===== config.mk =====
export PLATFORM = sky130hd
export DESIGN_NAME = fir_filter_circular_top_flat
export DESIGN_NICKNAME = d
export VERILOG_FILES = /design/src/rtl/core/firc_pkg.sv /design/src/rtl/core/firc_if.sv /design/src/rtl/core/firc_ram.sv /design/src/rtl/core/fir_filter_circular_top.sv /design/src/flat_wrapper.sv
export SDC_FILE = /design/constraint.sdc
export NUM_CORES = 2
export LEC_CHECK = 0
export ABC_AREA = 1
export BUFFER_PORTS_ARGS = -buffer_cell sky130_fd_sc_hd__buf_2
export CORE_ASPECT_RATIO = 0.8
export CORE_MARGIN = 5
export CORE_UTILIZATION = 35
export DETAILED_ROUTE_END_ITERATION = 16
export PLACE_DENSITY = 0.46
export SLEW_MARGIN = 15
export SYNTH_ARGS = -nofsm -noshare
export SYNTH_HDL_FRONTEND = slang
export SYNTH_SLANG_ARGS = --single-unit

===== constraint.sdc =====
create_clock -name clk -period 13.5 [get_ports clk]
set_input_delay 0.675 -clock clk [delete_from_list [all_inputs] [get_ports clk]]
set_output_delay 0.675 -clock clk [all_outputs]
set_load 0.02 [all_outputs]

===== src/rtl/core/firc_pkg.sv =====
package firc_pkg;

  localparam int TAP_COUNT_W     = 6;
  localparam int COEF_INDEX_W    = 5;
  localparam int TAP_COUNT_RESET = 32;

  typedef enum logic {
    OP_FILTER = 1'b0,
    OP_LOAD   = 1'b1
  } op_t;

endpackage


===== src/rtl/core/firc_if.sv =====
interface firc_in_if #(
  parameter int SAMPLE_WIDTH = 16,
  parameter int COEF_WIDTH   = 16
);
  logic                                valid;
  logic                                ready;
  firc_pkg::op_t                       operation;
  logic signed [SAMPLE_WIDTH-1:0]      sample;
  logic [firc_pkg::COEF_INDEX_W-1:0]   coef_index;
  logic signed [COEF_WIDTH-1:0]        coef_value;
  logic                                end_of_batch;

  modport source (
    output valid, operation, sample, coef_index, coef_value, end_of_batch,
    input  ready
  );
  modport sink (
    input  valid, operation, sample, coef_index, coef_value, end_of_batch,
    output ready
  );
endinterface

interface firc_out_if #(
  parameter int SAMPLE_WIDTH = 16
);
  logic                           valid;
  logic                           ready;
  logic signed [SAMPLE_WIDTH-1:0] filtered;
  logic                           saturated;
  logic                           batch_end;

  modport source (
    output valid, filtered, saturated, batch_end,
    input  ready
  );
  modport sink (
    input  valid, filtered, saturated, batch_end,
    output ready
  );
endinterface


===== src/rtl/core/firc_ram.sv =====
module firc_ram #(
  parameter int WIDTH = 16,
  parameter int DEPTH = 32
) (
  input  logic                                      clk,
  input  logic                                      we,
  input  logic [(DEPTH > 1 ? $clog2(DEPTH) : 1)-1:0] waddr,
  input  logic [WIDTH-1:0]                          wdata,
  input  logic [(DEPTH > 1 ? $clog2(DEPTH) : 1)-1:0] raddr,
  output logic [WIDTH-1:0]                          rdata
);

  logic [WIDTH-1:0] mem [DEPTH];

  always_ff @(posedge clk) begin
    if (we) begin
      mem[waddr] <= wdata;
    end
    rdata <= mem[raddr];
  end

endmodule


===== src/rtl/core/fir_filter_circular_top.sv =====
// channel  | dir | payload
// ---------+-----+--------------------------------------------------------
// items    | in  | operation, sample, coef_index, coef_value, end_of_batch
// results  | out | filtered, saturated, batch_end
// cfg      | in  | cfg_we, cfg_data (tap_count)
//
// A coefficient load is written as it is accepted; a sample walks the L taps in use,
// with one multiply-accumulate per tap fed from the coefficient and sample RAMs.
// After reset a clearing pass zeroes every address of both RAMs; no item is taken then.
// The result register holds a finished item while the next item is accepted; a
// sample stalls at its last cycle until the previous result is taken.
module fir_filter_circular_top #(
  parameter int TAPS         = 32,
  parameter int SAMPLE_WIDTH = 16,
  parameter int COEF_WIDTH   = 16
) (
  input  logic                               clk,
  input  logic                               rst,
  firc_in_if.sink                            items,
  firc_out_if.source                         results,
  input  logic                               cfg_we,
  input  logic [firc_pkg::TAP_COUNT_W-1:0]   cfg_data
);

  localparam int AW    = (TAPS > 1) ? $clog2(TAPS) : 1;
  localparam int LW    = firc_pkg::TAP_COUNT_W;
  localparam int IW    = (AW > LW) ? AW : LW;
  localparam int FRAC  = COEF_WIDTH - 1;
  localparam int PW    = SAMPLE_WIDTH + COEF_WIDTH;
  localparam int ACC_W = (PW + LW > 64) ? 64 : PW + LW;

  typedef enum logic [1:0] {
    S_CLEAR,
    S_IDLE,
    S_RUN,
    S_DRAIN
  } state_t;

  state_t                     state;
  logic [AW-1:0]              clr_cnt;
  logic [LW-1:0]              tap_count;
  logic [LW-1:0]              len;
  logic [AW-1:0]              write_position;
  logic [AW-1:0]              pos_eff;
  logic [AW-1:0]              pos_inc;
  logic [IW-1:0]              tap_cnt;
  logic [AW-1:0]              idx;
  logic                       rd_v;
  logic                       mul_v;
  logic signed [PW-1:0]       prod;
  logic signed [ACC_W-1:0]    acc;
  logic                       batch_end_q;

  logic                       accept;
  logic                       load_ok;
  logic                       coef_we;
  logic [AW-1:0]              coef_waddr;
  logic [COEF_WIDTH-1:0]      coef_wdata;
  logic                       samp_we;
  logic [AW-1:0]              samp_waddr;
  logic [SAMPLE_WIDTH-1:0]    samp_wdata;
  logic [COEF_WIDTH-1:0]      coef_rdata;
  logic [SAMPLE_WIDTH-1:0]    samp_rdata;

  logic [ACC_W-FRAC-SAMPLE_WIDTH:0] top_bits;
  logic                             sat;
  logic signed [SAMPLE_WIDTH-1:0]   clipped;
  logic                             out_free;
  logic                             res_load;

  always_comb begin
    if (tap_count == '0) begin
      len = LW'(1);
    end else if (32'(tap_count) > TAPS) begin
      len = LW'(TAPS);
    end else begin
      len = tap_count;
    end
  end

  assign pos_eff = (IW'(write_position) >= IW'(len)) ? '0 : write_position;
  assign pos_inc = (IW'(pos_eff) + IW'(1) >= IW'(len)) ? '0 : AW'(pos_eff + AW'(1));

  assign items.ready = (state == S_IDLE);
  assign accept      = items.valid && items.ready;
  assign load_ok     = (32'(items.coef_index) < TAPS);

  assign coef_we    = (state == S_CLEAR) ||
                      (accept && items.operation == firc_pkg::OP_LOAD && load_ok);
  assign coef_waddr = (state == S_CLEAR) ? clr_cnt : AW'(items.coef_index);
  assign coef_wdata = (state == S_CLEAR) ? '0 : items.coef_value;

  assign samp_we    = (state == S_CLEAR) ||
                      (accept && items.operation == firc_pkg::OP_FILTER);
  assign samp_waddr = (state == S_CLEAR) ? clr_cnt : pos_eff;
  assign samp_wdata = (state == S_CLEAR) ? '0 : items.sample;

  firc_ram #(
    .WIDTH (COEF_WIDTH),
    .DEPTH (TAPS)
  ) u_coef_ram (
    .clk   (clk),
    .we    (coef_we),
    .waddr (coef_waddr),
    .wdata (coef_wdata),
    .raddr (tap_cnt[AW-1:0]),
    .rdata (coef_rdata)
  );

  firc_ram #(
    .WIDTH (SAMPLE_WIDTH),
    .DEPTH (TAPS)
  ) u_samp_ram (
    .clk   (clk),
    .we    (samp_we),
    .waddr (samp_waddr),
    .wdata (samp_wdata),
    .raddr (idx),
    .rdata (samp_rdata)
  );

  assign top_bits = acc[ACC_W-1:FRAC+SAMPLE_WIDTH-1];
  assign sat      = !((top_bits == '0) || (top_bits == '1));
  assign clipped  = sat ? (acc[ACC_W-1] ? {1'b1, {(SAMPLE_WIDTH-1){1'b0}}}
                                        : {1'b0, {(SAMPLE_WIDTH-1){1'b1}}})
                        : acc[FRAC+SAMPLE_WIDTH-1:FRAC];
  assign out_free = !results.valid || results.ready;
  assign res_load = (state == S_DRAIN) && !rd_v && !mul_v && out_free;

  always_ff @(posedge clk) begin
    if (rst) begin
      tap_count <= LW'(firc_pkg::TAP_COUNT_RESET);
    end else if (cfg_we) begin
      tap_count <= cfg_data;
    end
  end

  always_ff @(posedge clk) begin
    prod <= $signed(coef_rdata) * $signed(samp_rdata);
    if (accept && items.operation == firc_pkg::OP_FILTER) begin
      acc         <= ACC_W'(1) <<< (FRAC - 1);
      batch_end_q <= items.end_of_batch;
    end else if (mul_v) begin
      acc <= acc + ACC_W'(prod);
    end
  end

  always_ff @(posedge clk) begin
    if (rst) begin
      state          <= S_CLEAR;
      clr_cnt        <= '0;
      write_position <= '0;
      tap_cnt        <= '0;
      idx            <= '0;
      rd_v           <= 1'b0;
      mul_v          <= 1'b0;
      results.valid  <= 1'b0;
    end else begin
      mul_v <= rd_v;
      if (res_load) begin
        results.valid <= 1'b1;
      end else if (results.ready) begin
        results.valid <= 1'b0;
      end
      unique case (state)
        S_CLEAR: begin
          clr_cnt <= clr_cnt + AW'(1);
          if (clr_cnt == AW'(TAPS - 1)) begin
            state <= S_IDLE;
          end
        end
        S_IDLE: begin
          rd_v <= 1'b0;
          if (accept && items.operation == firc_pkg::OP_FILTER) begin
            write_position <= pos_inc;
            tap_cnt        <= '0;
            idx            <= pos_eff;
            state          <= S_RUN;
          end
        end
        S_RUN: begin
          rd_v    <= 1'b1;
          tap_cnt <= tap_cnt + IW'(1);
          idx     <= (idx == '0) ? AW'(len - LW'(1)) : idx - AW'(1);
          if (tap_cnt == IW'(len - LW'(1))) begin
            state <= S_DRAIN;
          end
        end
        S_DRAIN: begin
          rd_v <= 1'b0;
          if (res_load) begin
            results.filtered  <= clipped;
            results.saturated <= sat;
            results.batch_end <= batch_end_q;
            state             <= S_IDLE;
          end
        end
        default: state <= S_IDLE;
      endcase
    end
  end

`ifndef NO_ASSERTIONS
  a_reset_clears: assert property (@(posedge clk) rst |=> state == S_CLEAR)
    else $error("reset did not start the clearing pass");

  a_sample_starts_run: assert property (@(posedge clk) disable iff (rst)
    (accept && items.operation == firc_pkg::OP_FILTER) |=> state == S_RUN)
    else $error("sample item did not start the tap walk");

  a_load_stays_idle: assert property (@(posedge clk) disable iff (rst)
    (accept && items.operation == firc_pkg::OP_LOAD) |=> state == S_IDLE)
    else $error("coefficient load left idle");

  a_tap_in_range: assert property (@(posedge clk) disable iff (rst)
    state == S_RUN |-> IW'(tap_cnt) < IW'(len))
    else $error("tap counter ran past the tap count");

  a_result_from_drain: assert property (@(posedge clk) disable iff (rst)
    $rose(results.valid) |-> $past(state) == S_DRAIN && !$past(mul_v))
    else $error("result raised before the sum was complete");
`endif

endmodule

===== src/flat_wrapper.sv =====
// flat-port wrapper written by rule: the top's interface ports become plain ports
module fir_filter_circular_top_flat 
#(
  parameter int TAPS         = 32,
  parameter int SAMPLE_WIDTH = 16,
  parameter int COEF_WIDTH   = 16
)
  (clk, rst, cfg_we, cfg_data, items_valid, items_operation, items_sample, items_coef_index, items_coef_value, items_end_of_batch, items_ready, results_valid, results_filtered, results_saturated, results_batch_end, results_ready);
  firc_in_if #(.SAMPLE_WIDTH(SAMPLE_WIDTH), .COEF_WIDTH(COEF_WIDTH)) items_i ();
  firc_out_if #(.SAMPLE_WIDTH(SAMPLE_WIDTH)) results_i ();
  input  logic clk;
  input  logic rst;
  input  logic cfg_we;
  input  logic [firc_pkg::TAP_COUNT_W-1:0] cfg_data;
  input wire logic [$bits(items_i.valid)-1:0] items_valid;
  input wire logic [$bits(items_i.operation)-1:0] items_operation;
  input wire logic [$bits(items_i.sample)-1:0] items_sample;
  input wire logic [$bits(items_i.coef_index)-1:0] items_coef_index;
  input wire logic [$bits(items_i.coef_value)-1:0] items_coef_value;
  input wire logic [$bits(items_i.end_of_batch)-1:0] items_end_of_batch;
  output wire logic [$bits(items_i.ready)-1:0] items_ready;
  output wire logic [$bits(results_i.valid)-1:0] results_valid;
  output wire logic [$bits(results_i.filtered)-1:0] results_filtered;
  output wire logic [$bits(results_i.saturated)-1:0] results_saturated;
  output wire logic [$bits(results_i.batch_end)-1:0] results_batch_end;
  input wire logic [$bits(results_i.ready)-1:0] results_ready;
  assign items_i.valid = items_valid;
  assign items_i.operation = items_operation;
  assign items_i.sample = items_sample;
  assign items_i.coef_index = items_coef_index;
  assign items_i.coef_value = items_coef_value;
  assign items_i.end_of_batch = items_end_of_batch;
  assign items_ready = items_i.ready;
  assign results_valid = results_i.valid;
  assign results_filtered = results_i.filtered;
  assign results_saturated = results_i.saturated;
  assign results_batch_end = results_i.batch_end;
  assign results_i.ready = results_ready;
  fir_filter_circular_top #(.TAPS(TAPS), .SAMPLE_WIDTH(SAMPLE_WIDTH), .COEF_WIDTH(COEF_WIDTH)) u_core (.clk(clk), .rst(rst), .items(items_i), .results(results_i), .cfg_we(cfg_we), .cfg_data(cfg_data));
endmodule

# [Yosys cells after proc, flatten, opt, wreduce, memory -nomap -nowiden]
# Memory sizes are Yosys's and may differ from the RTL's. A register that Yosys moved wholly into a read port is not among the register bits.
# Cells that the tools add are included.
[totals] reg_bits=121 ramBits=1024 in_bits=50 out_inout_bits=20 elab_cells=93 mem_count=2
[classes] add_sub_neg=7 multipliers=1 order_cmp=3 n_eq_ne=10 muxes=27 n_bitwise=2 n_reduce_logical=26
[memory_table] name="u_core.u_coef_ram.mem" words=32 word_bits=16 rd=1 rd_clocked_by_memory_dff=1 write_ports=1 line_no="firc_ram.sv:13" text="logic [WIDTH-1:0] mem [DEPTH];"
[memory_table] name="u_core.u_samp_ram.mem" words=32 word_bits=16 rd=1 rd_clocked_by_memory_dff=1 write_ports=1 line_no="firc_ram.sv:13"
[op_table] cell="16-bit two-way mux" n=4
[op_table] cell="38-bit by 32-bit adder with 38-bit output" n=1
[op_table] cell="16-bit by 16-bit multiplier with 32-bit output" n=1
[op_table] cell="5-bit two-way mux" n=6
[op_table] cell="6-bit two-way mux" n=3
[op_table] cell="6-bit one-hot mux with 2 select lines" n=1
[op_table] cell="5-bit by 1-bit adder with 5-bit output (second input constant)" n=2
[op_table] cell="5-bit one-hot mux with 2 select lines" n=1
[op_table] cell="8-bit == test (second input constant)" n=1
[op_table] cell="8-bit logical NOT" n=1
[op_table] cell="2-bit two-way mux" n=4
[op_table] cell="2-bit one-hot mux with 4 select lines" n=1
[op_table] cell="5-bit by 1-bit adder with 6-bit output (second input constant)" n=1
[op_table] cell="6-bit by 1-bit adder with 6-bit output (second input constant)" n=1
[op_table] cell="6-bit == test" n=1
[op_table] cell="5-bit by 6-bit greater-or-equal comparator with 1-bit output" n=1
[op_table] cell="6-bit greater-or-equal comparator" n=1
[op_table] cell="6-bit greater-than comparator (second input constant)" n=1
[op_table] cell="1-bit logical AND" n=6
[op_table] cell="6-bit logical NOT" n=1
[op_table] cell="1-bit two-way mux" n=6
[op_table] cell="2-bit nonzero test" n=3
[op_table] cell="6-bit by 1-bit subtractor with 6-bit output (second input constant)" n=1
[op_table] cell="5-bit == test (second input constant)" n=1
[op_table] cell="15 further kinds" n=26

# [Depth between registers and ports, before layout]
[logic_depth] word_depth=8 mapped_depth=29 ltp_nobuf=27

# [Modules after synthesis]
# Synthesis repeated with hierarchy kept, for this count alone.
[unflattened] cells_unflattened=6045 area_unflattened_um2=60544.3
[modules_own_cells] mod="firc_ram" n_inst=2 cells_per_inst=1794 area_each_um2=21301.7 seq_area_each_um2=15695.1
[modules_own_cells] mod="fir_filter_circular_top" n_inst=1 cells_per_inst=2457 area_each_um2=17941.0 seq_area_each_um2=2612.5

# [Worst setup path before layout]
# Ideal clock, no wire load.
[synth_timing] path_kind="reg2reg" startpoint="register u_core.u_samp_ram.rdata[5] (read register of u_core.u_samp_ram.mem)" endpoint="register u_core.prod[31]" setup_time_ns=0.072 arrival_time_ns=5.396 required_time_ns=13.428 setup_slack_ns=8.032 stages_incl_launch_ff=19 n_path_buf=2 synth_period_minus_slack_ns=5.468 cell_sequence="dfxtp_1 -> clkbuf_1 -> clkbuf_1 -> nand2_1 -> fa_1 -> inv_1 -> fa_1 -> fa_1 -> fa_1 -> fa_1 -> inv_1 -> fa_1 -> inv_1 -> ha_1 -> nand2_1 -> nor4_1 -> nand3_1 -> o21ai_0 -> xor2_1"
[synth_via] elab_chain_len=1
[synth_rtl] element="start, declared" line_no="firc_ram.sv:10" text="output logic [WIDTH-1:0] rdata"
[synth_rtl] element="16-bit by 16-bit multiplier with 32-bit output" line_no="fir_filter_circular_top.sv:139" text="prod <= $signed(coef_rdata) * $signed(samp_rdata);"
[synth_rtl] element="end signal, assigned" line_no="fir_filter_circular_top.sv:139"
[synth_rtl] element="end, declared" line_no="fir_filter_circular_top.sv:50" text="logic signed [PW-1:0] prod;"
# No other way between the ends.
# A chain may end at the register's enable or synchronous reset.

# [Worst setup path after layout]
[layout_timing] startpoint="register u_core.u_coef_ram.rdata[15] (read register of u_core.u_coef_ram.mem)" endpoint="register u_core.prod[31]"
[layout_via] elab_chain_len=1
[layout_rtl] element="start, declared" line_no="firc_ram.sv:10"
[layout_rtl] element="16-bit by 16-bit multiplier with 32-bit output" line_no="fir_filter_circular_top.sv:139"
# No other way between the ends.

==> results by group <==
Placed design
  • Port Buffer Count: 69
  • Hpwl dp: 107.5 mm
  • Routability Congestion: 0.8942

Timing
  • Unrepaired setup endpoints after global routing: no
  • Worst-margin pin slew: 1.200 ns
  • Fin Setup TNS: 0 ns
  • Max Freq: 164.8 MHz
  • Min Tclk post-route: between 6 and 7 ns
  • Final setup violation count: 0
  • Final Hold Viols: 0
  • Slew headroom: 19.15%
  • Period utilization: 44.95%
  • Slew Limit Fails: 0
  • Setup Skew: between 0.1 and 0.15 ns

CTS
  • CTS root buffer: clkbuf_16
  • H-tree depth: 3
  • CTS resizes: 0
  • Setup Fix Bufs, Post-CTS: 0
  • CTS tree: built
  • Clock sink count: 1177
  • CTS buffer count: 120
  • Worst-path clk slew: 0.06 ns
  • CTS Buffer Depth: 3
  • Clk Latency, worst-skew pair: 0.76 ns
  • Cts hold-fix bufs: 0

Synthesis
  • Gate Count Post-Synth: approximately 5400
  • Simple-gate area share of the yosys netlist: 11.40%
  • Syn Nets: 5870
  • Largest family of logic cells by synthesized area: adder cells
  • Area fraction in compound gates after synthesis: 11.35%
  • Synth Area in XOR/XNOR: 0.8078%
  • Post-synth cell types: 46
  • YS warnings: 0
  • Area leader, netlist: edfxtp_1
  • Mapped cell area: between 50000 and 60000 sq um
  • Mean Syn Cell Area: 10.81 sq um
  • Area share of the largest cell type after synthesis: a little over half
  • Dominant cells by area after synthesis: edfxtp_1 53%, fa_1 9.0%, o21ai_0 5.5%
  • Mux contribution to synthesized area: 0%
  • Synth Register Bits: 1177
  • Synth Area in Adders: roughly an eighth
  • Sequential share of the synthesized area: between 50% and 60%

Detailed routing
  • ANT nets after route: 0
  • Vias per std cell: 5.075
  • Iter 0 DRT Violations: between 3000 and 4000
  • DRT Pass-1 Iters: 5
  • Residual DRC: 0
  • Routed met1 length: a little over 80 mm
  • Routed WL per cell: 21.85 um
  • Met3 routed wirelength: 9.380 mm
  • Top sig layer: met5
  • WL final: 169.3 mm
  • Met2 wire len: 73.96 mm
  • Via count: 39333

Die
  • Die extent in x: 467.3 um
  • Ports: 70
  • Core ar.: around 170000 sq um
  • Die area: 175600 sq um
  • Initial cell density of the core: 35.17%
  • Height of the die: 375.8 um
  • FP Rows: 134

Final layout
  • Area growth from synthesis to layout: 11.95%
  • Commonest non-fill, non-tap cell in the layout: edfxtp_1
  • Layout cells sized above 1: 8.521%
  • # nets final: 5858
  • Fillers: 16233
  • Commonest cells after routing, fill and taps aside: 1043 x edfxtp_1, 727 x nor2_1, 657 x inv_1, 644 x o21ai_0, 613 x nand2_1

Global route
  • Pin count of the biggest net entering global routing: 157
  • Total GRT Usage: 18.90%
  • Antenna violations before repair: 11
  • Vias in the first global route: 38342
  • First-pass GRT wire length: roughly 250 mm
  • Gr ovfl total: 0

Min path
  • Hold Path Cell Cnt: 1
  • Hold WC Path Type: in2reg

Setup path
  • Critical Path RT: 14.15 ns
  • Worst setup EP type: flip-flop
  • R2R cell count: 18
  • Crit-path max FO: 16
  • CP startpoint kind: flip-flop
  • WP data arrival: 6.72 ns
  • Crit Path Class: reg2reg

Outcome
  • Outcome: completed

Run
  • Max-cap violations: 0
[cell families after synthesis]
logic type / Yosys count
adders and majority gates: 405
and+or+nand+nor: 1665
AOI/OAI and AO/OA: 1141
buffers and inverters: 973
xor gates and xnor gates: 54
DFF: 1177
[critical path: stages, from the launching register on]
cell and delay (ns):
dfxtp_1 0.74, nand2_1 0.21, inv_1 0.17, fa_1 0.55, fa_1 0.82, fa_1 0.58, fa_1 0.57, inv_1 0.05
fa_1 0.45, fa_1 0.49, inv_1 0.05, ha_1 0.33, inv_1 0.08, nor3_1 0.35, o21ai_0 0.14, nand2_1 0.11
a31oi_1 0.04, o21ai_0 0.11, xor2_1 0.16
[synth_stat cells, drive strengths merged]
library cell and number:
nor2 818, o21bai 9, buf 65, xor2 36, a32oi 13, and2 1
clkbuf 230, fa 263, o21ai 665, xnor2 18, o22ai 114, o211ai 19
nand2b 1, edfxtp 1043, or2 8, nor3b 1, ha 142, clkinv 3
a21oi 133, a31o 1, nor4 4, a22oi 1, a211oi 1, nand3b 2
dfxtp 134, a21o 7, o21a 1, nand2 613, inv 675, o221ai 149
nor3 26, and3 1, a21boi 1, a31oi 26, a2111oi 1, nand4 35
nand3 155
[flip-flops by register name (all words and copies together) (netlist names), 2 cells and up]
name	count
u_core.u_coef_ram.mem	512
u_core.u_samp_ram.mem	512
u_core.acc	38
u_core.prod	32
u_core.results.filtered	16
u_core.u_coef_ram.rdata	16
u_core.u_samp_ram.rdata	16
u_core.tap_cnt	6
u_core.tap_count	6
u_core.clr_cnt	5
u_core.idx	5
u_core.write_position	5
u_core.state	2
[final timing paths]
check | start | to | slack, ns
worst max-delay path | u_core.u_coef_ram.rdata[15] | u_core.prod[31] | 7.43
worst min-delay path | items_end_of_batch | u_core.batch_end_q | 0.13
worst max register to register | u_core.u_coef_ram.rdata[15] | u_core.prod[31] | 7.43
worst min register to register | u_core.batch_end_q | u_core.results.batch_end | 0.42
[routing by layer]
layer / track usage [%] / vias to the layer above
li1: - / 18522
met1: 28.57 / 19697
met2: 28.52 / 928
met3: 3.051 / 184
met4: 4.312 / 2
met5: 0 / -
[area by class of cell]
| class | count | area (sq um) | area share, % |
|---|---|---|---|
| clock buffers | 151 | 3202 | 4.885 |
| repair buffers | 161 | 1074 | 1.638 |
| diodes | 2 | 5.005 | 0.007636 |
| inverters | 678 | 2565 | 3.913 |
| clock inverters | 72 | 763.2 | 1.165 |
| well taps | 2244 | 2808 | 4.284 |
| multi-input cells | 3265 | 21110 | 32.20 |
| flip-flops and latches | 1177 | 34020 | 51.91 |
[stage by stage]
| stage | utilization [%] | hold slack, ns | setup WS (ns) | instances | area, sq um |
|---|---|---|---|---|---|
| detailed placement | 36.98 | 0.4119 | 7.390 | 7525 | 61570 |
| CTS | 39.36 | 0.05888 | 7.354 | 7748 | 65530 |
| finish | 39.37 | 0.1301 | 7.432 | 7750 | 65540 |
| floorplan | - | 0.4003 | 8.032 | 5415 | 58550 |
| global route | 39.37 | 0.07570 | 6.899 | 7749 | 65540 |
| global placement | 36.98 | 0.4063 | 7.458 | 7525 | 61570 |
Power is left out: the tool's default activity adds up to more than one toggle a clock period on the data nets, which glitch-free logic cannot reach.
